==> src/design/sks_pkg.sv <==
package sks_pkg;

   localparam int KEY_W  = 32;
   localparam int KIND_W = 8;
   localparam int COST_W = 32;
   localparam int SKEY_W = 31;
   localparam int SCOST_W = 31;
   localparam int IDX_W  = 8;
   localparam int CNT_W  = 9;

   localparam int CSR_INDEX_W = 2;
   localparam int CSR_DATA_W  = 8;

   localparam logic [CSR_INDEX_W-1:0] CSR_KIND_MIN = 2'd0;
   localparam logic [CSR_INDEX_W-1:0] CSR_KIND_MAX = 2'd1;

   localparam logic [KIND_W-1:0] KIND_MIN_RESET = 8'd0;
   localparam logic [KIND_W-1:0] KIND_MAX_RESET = 8'd3;

   typedef enum logic [1:0] {
      OP_CLEAR  = 2'd0,
      OP_APPEND = 2'd1,
      OP_FIND   = 2'd2,
      OP_NONE   = 2'd3
   } sks_op_type;

   typedef struct packed {
      logic [KIND_W-1:0] kind_min;
      logic [KIND_W-1:0] kind_max;
   } sks_cfg_type;

   typedef struct packed {
      logic [SKEY_W-1:0]  key;
      logic [KIND_W-1:0]  kind;
      logic [SCOST_W-1:0] cost;
   } sks_entry_type;

   typedef struct packed {
      logic               found;
      logic [IDX_W-1:0]   index;
      logic [KIND_W-1:0]  found_kind;
      logic [SCOST_W-1:0] found_cost;
      logic               table_ok;
      logic [CNT_W-1:0]   count;
   } sks_result_type;

endpackage

==> src/design/sks_engine.sv <==
module sks_engine
   import sks_pkg::*;
#(
   parameter int TABLE_DEPTH = 256
) (
   input  logic                           clock,
   input  logic                           reset,
   input  logic                           req_valid,
   output logic                           req_ready,
   input  sks_op_type                     req_op,
   input  logic [KEY_W-1:0]               req_key,
   input  logic [KIND_W-1:0]              req_kind,
   input  logic [COST_W-1:0]              req_cost,
   input  sks_cfg_type                    cfg,
   input  logic                           out_free,
   output logic                           res_done,
   output sks_result_type                 res,
   output logic                           wr_en,
   output logic [$clog2(TABLE_DEPTH)-1:0] wr_addr,
   output sks_entry_type                  wr_data,
   output logic                           rd_en,
   output logic [$clog2(TABLE_DEPTH)-1:0] rd_addr,
   input  sks_entry_type                  rd_data
);

   localparam int AW = $clog2(TABLE_DEPTH);
   localparam int CW = $clog2(TABLE_DEPTH + 1);
   localparam logic [CW-1:0] DEPTH_C = CW'(TABLE_DEPTH);

   typedef enum logic [1:0] {
      ST_IDLE,
      ST_CHECK,
      ST_REPLY
   } state_type;

   state_type          state_ff, state_in;
   logic [CW-1:0]      count_ff, count_in;
   logic [SKEY_W-1:0]  last_key_ff, last_key_in;
   logic               valid_ff, valid_in;
   logic [CW-1:0]      lo_ff, lo_in;
   logic [CW-1:0]      hi_ff, hi_in;
   logic [CW-1:0]      mid_ff, mid_in;
   logic [SKEY_W-1:0]  key_ff, key_in;
   logic               found_ff, found_in;
   logic [IDX_W-1:0]   idx_ff, idx_in;
   logic [KIND_W-1:0]  fkind_ff, fkind_in;
   logic [SCOST_W-1:0] fcost_ff, fcost_in;

   logic          accept;
   logic          key_pos;
   logic          append_ok;
   logic [CW-1:0] up_lo, up_mid, dn_mid;
   logic          up_cont, dn_cont;

   assign req_ready = (state_ff == ST_IDLE);
   assign accept    = req_valid && req_ready;
   assign key_pos   = !req_key[KEY_W-1] && (req_key != '0);
   assign append_ok = key_pos && (req_key[SKEY_W-1:0] > last_key_ff)
                      && (req_kind >= cfg.kind_min) && (req_kind <= cfg.kind_max)
                      && !req_cost[COST_W-1] && (count_ff < DEPTH_C);

   // both possible next probes, chosen once the stored key is back
   assign up_lo   = mid_ff + CW'(1);
   assign up_mid  = up_lo + ((hi_ff - up_lo) >> 1);
   assign up_cont = (up_lo < hi_ff);
   assign dn_mid  = lo_ff + ((mid_ff - lo_ff) >> 1);
   assign dn_cont = (lo_ff < mid_ff);

   assign wr_addr = count_ff[AW-1:0];
   assign wr_data = '{key: req_key[SKEY_W-1:0], kind: req_kind,
                      cost: req_cost[SCOST_W-1:0]};

   always_comb begin
      state_in    = state_ff;
      count_in    = count_ff;
      last_key_in = last_key_ff;
      valid_in    = valid_ff;
      lo_in       = lo_ff;
      hi_in       = hi_ff;
      mid_in      = mid_ff;
      key_in      = key_ff;
      found_in    = found_ff;
      idx_in      = idx_ff;
      fkind_in    = fkind_ff;
      fcost_in    = fcost_ff;
      wr_en       = 1'b0;
      rd_en       = 1'b0;
      rd_addr     = mid_ff[AW-1:0];

      case (state_ff)
         ST_IDLE: begin
            if (accept) begin
               found_in = 1'b0;
               idx_in   = '0;
               fkind_in = '0;
               fcost_in = '0;
               key_in   = req_key[SKEY_W-1:0];
               state_in = ST_REPLY;
               case (req_op)
                  OP_CLEAR: begin
                     count_in    = '0;
                     last_key_in = '0;
                     valid_in    = 1'b1;
                  end
                  OP_APPEND: begin
                     if (valid_ff) begin
                        if (append_ok) begin
                           wr_en       = 1'b1;
                           count_in    = count_ff + CW'(1);
                           last_key_in = req_key[SKEY_W-1:0];
                        end else begin
                           valid_in = 1'b0;
                        end
                     end
                  end
                  OP_FIND: begin
                     if (valid_ff && key_pos && (count_ff != '0)) begin
                        lo_in    = '0;
                        hi_in    = count_ff;
                        mid_in   = count_ff >> 1;
                        rd_en    = 1'b1;
                        rd_addr  = mid_in[AW-1:0];
                        state_in = ST_CHECK;
                     end
                  end
                  default: begin
                  end
               endcase
            end
         end
         ST_CHECK: begin
            if (rd_data.key == key_ff) begin
               found_in = 1'b1;
               idx_in   = IDX_W'(mid_ff);
               fkind_in = rd_data.kind;
               fcost_in = rd_data.cost;
               state_in = ST_REPLY;
            end else if (rd_data.key < key_ff) begin
               lo_in  = up_lo;
               mid_in = up_mid;
               if (up_cont) begin
                  rd_en   = 1'b1;
                  rd_addr = up_mid[AW-1:0];
               end else begin
                  state_in = ST_REPLY;
               end
            end else begin
               hi_in  = mid_ff;
               mid_in = dn_mid;
               if (dn_cont) begin
                  rd_en   = 1'b1;
                  rd_addr = dn_mid[AW-1:0];
               end else begin
                  state_in = ST_REPLY;
               end
            end
         end
         ST_REPLY: begin
            if (out_free) begin
               state_in = ST_IDLE;
            end
         end
         default: begin
            state_in = ST_IDLE;
         end
      endcase
   end

   always_ff @(posedge clock) begin
      if (reset) begin
         state_ff    <= ST_IDLE;
         count_ff    <= '0;
         last_key_ff <= '0;
         valid_ff    <= 1'b1;
      end else begin
         state_ff    <= state_in;
         count_ff    <= count_in;
         last_key_ff <= last_key_in;
         valid_ff    <= valid_in;
      end
      lo_ff    <= lo_in;
      hi_ff    <= hi_in;
      mid_ff   <= mid_in;
      key_ff   <= key_in;
      found_ff <= found_in;
      idx_ff   <= idx_in;
      fkind_ff <= fkind_in;
      fcost_ff <= fcost_in;
   end

   assign res_done = (state_ff == ST_REPLY);
   assign res = '{found: found_ff, index: idx_ff, found_kind: fkind_ff,
                  found_cost: fcost_ff, table_ok: valid_ff, count: CNT_W'(count_ff)};

endmodule

==> config.mk <==
export PLATFORM = sky130hd
export DESIGN_NAME = sks_engine
export DESIGN_NICKNAME = d
export VERILOG_FILES = /design/src/design/sks_pkg.sv /design/src/design/sks_engine.sv
export SDC_FILE = /design/constraint.sdc
export NUM_CORES = 1
export LEC_CHECK = 0
export ABC_AREA = 1
export BUFFER_PORTS_ARGS = -buffer_cell sky130_fd_sc_hd__buf_2
export CORE_ASPECT_RATIO = 2
export CORE_MARGIN = 5
export CORE_UTILIZATION = 54
export DETAILED_ROUTE_END_ITERATION = 8
export GPL_TIMING_DRIVEN = 0
export PLACE_DENSITY_LB_ADDON = 0.3
export SLEW_MARGIN = 15
export SYNTH_ARGS = -nofsm -noshare
export SYNTH_HDL_FRONTEND = slang
export SYNTH_SLANG_ARGS = --single-unit
==> constraint.sdc <==
create_clock -name clock -period 4.83 [get_ports clock]
set_clock_uncertainty 0.2 [all_clocks]
set_input_delay 1.2075 -clock clock [delete_from_list [all_inputs] [get_ports clock]]
set_output_delay 1.2075 -clock clock [all_outputs]
set_load 0.005 [all_outputs]
==> flow_metrics.py <==
metrics = {
    "critical_path": {
        "regToRegEndpoint": "mid_ff[8]",
        "cp_data_arrival_time_ps": 3700,
        "ff2ff_path_depth": 22,
        "setup.worst_path.start": "mid_ff[0]",
        "critPathLaunchType": "flip-flop",
        "setup.worst_path.end_class": "output pin",
        "worst-setup-path-type": "reg -> out",
        "start_of_the_worst_register_to_register_path": "mid_ff[0]",
        "reg2reg_slack_ps": 670,
        "worstPathRequired_ps": 3420,
        "worst-path-max-fanout": 3,
    },
    "synth": {
        "synthCells": 1343,
        "count_of_state_elements_after_synthesis": 149,
        "synth_enable_flop_cells": 106,
        "postSynth.topFlopCell": "sky130_fd_sc_hd__edfxtp_1",
        "top_area_cell_type_share_of_the_netlist_area": 0.293,
        "ys_warn_count": 0,
        "syn_nets": 1619,
        "synth.area.top_cells": "sky130_fd_sc_hd__edfxtp_1, sky130_fd_sc_hd__ha_1, sky130_fd_sc_hd__dfxtp_1",
        "postSynthAreaPerCell_sq_um": 8.09,
        "yosysTopAreaCell": "sky130_fd_sc_hd__edfxtp_1",
        "most_numerous_cell_in_the_yosys_netlist": "sky130_fd_sc_hd__inv_1",
        "yosysSeqAreaShare": 0.372,
        "post_synth_num_cell_types": 52,
        "postSynth.asyncResetShare": 0,
        "post_synth_most_frequent_cells": "sky130_fd_sc_hd__inv_1, sky130_fd_sc_hd__nand2_1, sky130_fd_sc_hd__nor2_1",
        "mappedNetlistArea_sq_um": 10900,
    },
    "min_path": {
        "min-delay-path-class": "reg -> reg",
        "holdPathStages": 2,
        "timing.hold.worst.start": "last_key_ff[28]",
        "whs_endpoint": "last_key_ff[28]",
    },
    "grt": {
        "grt_max_degree": 36,
        "use_met1": 0.276,
        "grt_pass1_vias": 11200,
        "grtUsageTotal": 0.322,
        "grt.met3_usage": 0.0717,
        "grt_util_met2": 0.591,
        "grt_pass1_wl_mm": 56.1,
        "antenna_found_initial": 4,
        "globalRoute.totalOverflow": 0,
        "grt_busiest_layer": "met2",
    },
    "floorplanning": {
        "core_area_sq_um": 19800,
        "initial_core_util": 0.548,
        "die-height_um": 211,
        "design.portCount": 312,
        "row_count": 73,
        "die_w_um": 110,
        "dieArea_sq_um": 23200,
    },
    "sta": {
        "rsz_0062_raised_after_global_routing": "yes",
        "min_period_over_period": 1.06,
        "fin_crit_period_ps": 5110,
        "finalMaxSlewViolations": 0,
        "final-setup-viol-count": 9,
        "whs_ps": 283,
        "timing.slew.headroom": 0.323,
        "maxClockFrequency_mhz": 196,
        "worst_slack_ps": -281,
        "timing_hold_violations_final": 0,
        "worstMarginPinSlew_ps": 1010,
    },
    "route": {
        "route.final.wire_length_mm": 37.6,
        "remaining_drc_errors": 0,
        "drt_pre_antenna_iters": 6,
        "detail_route.vias_per_cell": 5.57,
        "antenna_violating_nets_post_route": 0,
        "detailroute.via_count": 10900,
        "first_iter_violations": 605,
        "wl_per_cell_um": 19.2,
    },
    "placed_design": {
        "io_buffers": 279,
        "post-dp-hpwl_mm": 28.4,
        "gp_congestion": 0.960,
        "detailed_place.area_sq_um": 12600,
    },
    "power_and_ir_drop": {
        "power_consumption_mw": 3.69,
        "irDropWorstVdd_mv": 0.228,
        "p_leak_nw": 6.87,
        "power_density_nw_per_um2": 263,
    },
    "clock_network": {
        "clkLatencyLatePin_ps": 440,
        "clock_tree.root_cell": "sky130_fd_sc_hd__clkbuf_16",
        "cts-buffers-inserted": 17,
        "ctsLongestPathBuffers": 2,
        "clock_sinks": 149,
        "clk_pin_slew_worst_paths_ps": 70,
        "cts_tree": "built",
        "ctsHoldBuffers": 0,
        "level_count_of_the_clock_h_tree": 4,
    },
    "finish": {
        "final_area_sq_um": 14000,
        "final_util": 0.706,
        "drive_above_1_share": 0.336,
        "nNetsFinal": 1960,
        "area_delta_synth_final_pct": 28.8,
    },
    "flow_run": {
        "max_cap_viols": 0,
    },
    "outcome": {
        "status": "finished with violations",
        "violated_checks": "negative setup slack",
    },
}
==> layout make-up <==
cell class | instances | area, sq um
diodes | 5 | 12.5
repair buffers | 321 | 1740
inverters | 232 | 886
clock inverters | 9 | 77.6
plain buffers | 117 | 786
multi-input cells | 846 | 5600
well taps | 262 | 328
flip-flops and latches | 149 | 4040
clock buffers | 23 | 533
fillers | 1623 | 5820
==> cell families (layout without fill, tap and decap cells) <==
| group | Yosys count | in the layout | synth area share |
|---|---|---|---|
| compound gates | 198 | 198 | 0.104 |
| xor+xnor | 26 | 26 | 0.0210 |
| fa+ha+maj | 112 | 112 | 0.132 |
| buf+inv | 349 | 702 | 0.152 |
| flops | 149 | 149 | 0.372 |
| other cells | 0 | 5 | 0 |
| simple gates | 509 | 510 | 0.219 |
==> report_power, final <==
| group | total, mW | switching [mW] | internal (mW) |
|---|---|---|---|
| clock | 1.37 | 0.575 | 0.791 |
| combinational | 0.878 | 0.508 | 0.371 |
| sequential | 1.44 | 0.0200 | 1.42 |
==> sequential cells by signal, summed over array words and instances, names as in the netlist <==
signal,count
fcost_ff,31
key_ff,31
last_key_ff,31
count_ff,9
hi_ff,9
lo_ff,9
mid_ff,9
fkind_ff,8
idx_ff,8
state_ff,2
found_ff,1
valid_ff,1
==> worst max path at each step <==
stage / to / cells past startpoint / slack (ps)
2_1_floorplan: rd_addr[6] / 15 / 490
3_3_place_gp: rd_en / 14 / -420
3_5_place_dp: rd_en / 14 / -450
4_1_cts: rd_addr[6] / 16 / -230
5_1_grt: rd_addr[6] / 23 / -460
6_report: rd_addr[6] / 23 / -280
==> per-layer routing <==
layer  part of all wire  vias up
met5                  0        -
met4               0.11        0
met3              0.079      239
met2               0.53      613
met1               0.29     4999
li1                   -     5096
==> through the flow <==
stage | setup TNS (ps) | instances | setup slack, ps
final | -1550 | 1964 | -281
after global routing | -2830 | 1962 | -465
after CTS | -545 | 1946 | -232
after detailed placement | -2620 | 1885 | -453
after global placement | -2500 | 1884 | -417
after floorplan | 0 | 1343 | 488
==> layout by cell type, fill, tap and decap left out, types with 5 or more instances in the layout <==
cell	count
sky130_fd_sc_hd__a21oi_2	6
sky130_fd_sc_hd__xor2_1	13
sky130_fd_sc_hd__nand2_4	6
sky130_fd_sc_hd__nand4_1	44
sky130_fd_sc_hd__nor4_1	11
sky130_fd_sc_hd__buf_4	122
sky130_fd_sc_hd__nand3_2	17
sky130_fd_sc_hd__nand2_2	23
sky130_fd_sc_hd__inv_2	16
sky130_fd_sc_hd__nor2_1	117
sky130_fd_sc_hd__inv_1	212
sky130_fd_sc_hd__buf_6	6
sky130_fd_sc_hd__nand2_1	177
sky130_fd_sc_hd__xnor2_1	5
sky130_fd_sc_hd__nor3_1	9
sky130_fd_sc_hd__nand3_1	78
sky130_fd_sc_hd__clkinv_4	5
sky130_fd_sc_hd__o211ai_1	13
sky130_fd_sc_hd__buf_2	285
sky130_fd_sc_hd__o21ai_2	5
sky130_fd_sc_hd__ha_4	9
sky130_fd_sc_hd__nor2_4	6
sky130_fd_sc_hd__nor2_2	9
sky130_fd_sc_hd__edfxtp_1	106
sky130_fd_sc_hd__clkbuf_16	21
sky130_fd_sc_hd__a21oi_1	96
sky130_fd_sc_hd__dfxtp_1	43
sky130_fd_sc_hd__clkbuf_1	23
sky130_fd_sc_hd__diode_2	5
sky130_fd_sc_hd__o21ai_0	42
sky130_fd_sc_hd__o221ai_1	5
sky130_fd_sc_hd__ha_1	98
==> what timing repair did <==
item                                    in CTS  in global routing
gates cloned                                 2                  0
endpoints found under the setup margin      10                 10
buffers inserted                            27                 13
pin swaps                                   19                 36
endpoints found under the hold margin        0                  0
resized for setup                           59                 39
==> worst max-delay path, stage by stage (launching register included) <==
cell and delay (ps):
sky130_fd_sc_hd__edfxtp_1 370, sky130_fd_sc_hd__buf_6 120, sky130_fd_sc_hd__clkinvlp_4 130, sky130_fd_sc_hd__buf_4 180, sky130_fd_sc_hd__ha_4 170, sky130_fd_sc_hd__fa_2 370, sky130_fd_sc_hd__nor2_1 110, sky130_fd_sc_hd__nand3_1 90
sky130_fd_sc_hd__nand2_2 140, sky130_fd_sc_hd__xnor2_2 140, sky130_fd_sc_hd__inv_2 70, sky130_fd_sc_hd__ha_4 270, sky130_fd_sc_hd__inv_2 60, sky130_fd_sc_hd__o21ai_2 190, sky130_fd_sc_hd__a21oi_4 60, sky130_fd_sc_hd__nor2_2 140
sky130_fd_sc_hd__nand2_1 90, sky130_fd_sc_hd__nand2_1 90, sky130_fd_sc_hd__nand2_1 70, sky130_fd_sc_hd__nand3_1 70, sky130_fd_sc_hd__nand2_1 50, sky130_fd_sc_hd__nand3_1 80, sky130_fd_sc_hd__nand2_2 80, sky130_fd_sc_hd__buf_2 140
Note: power is estimated with default switching activity, not from simulation.
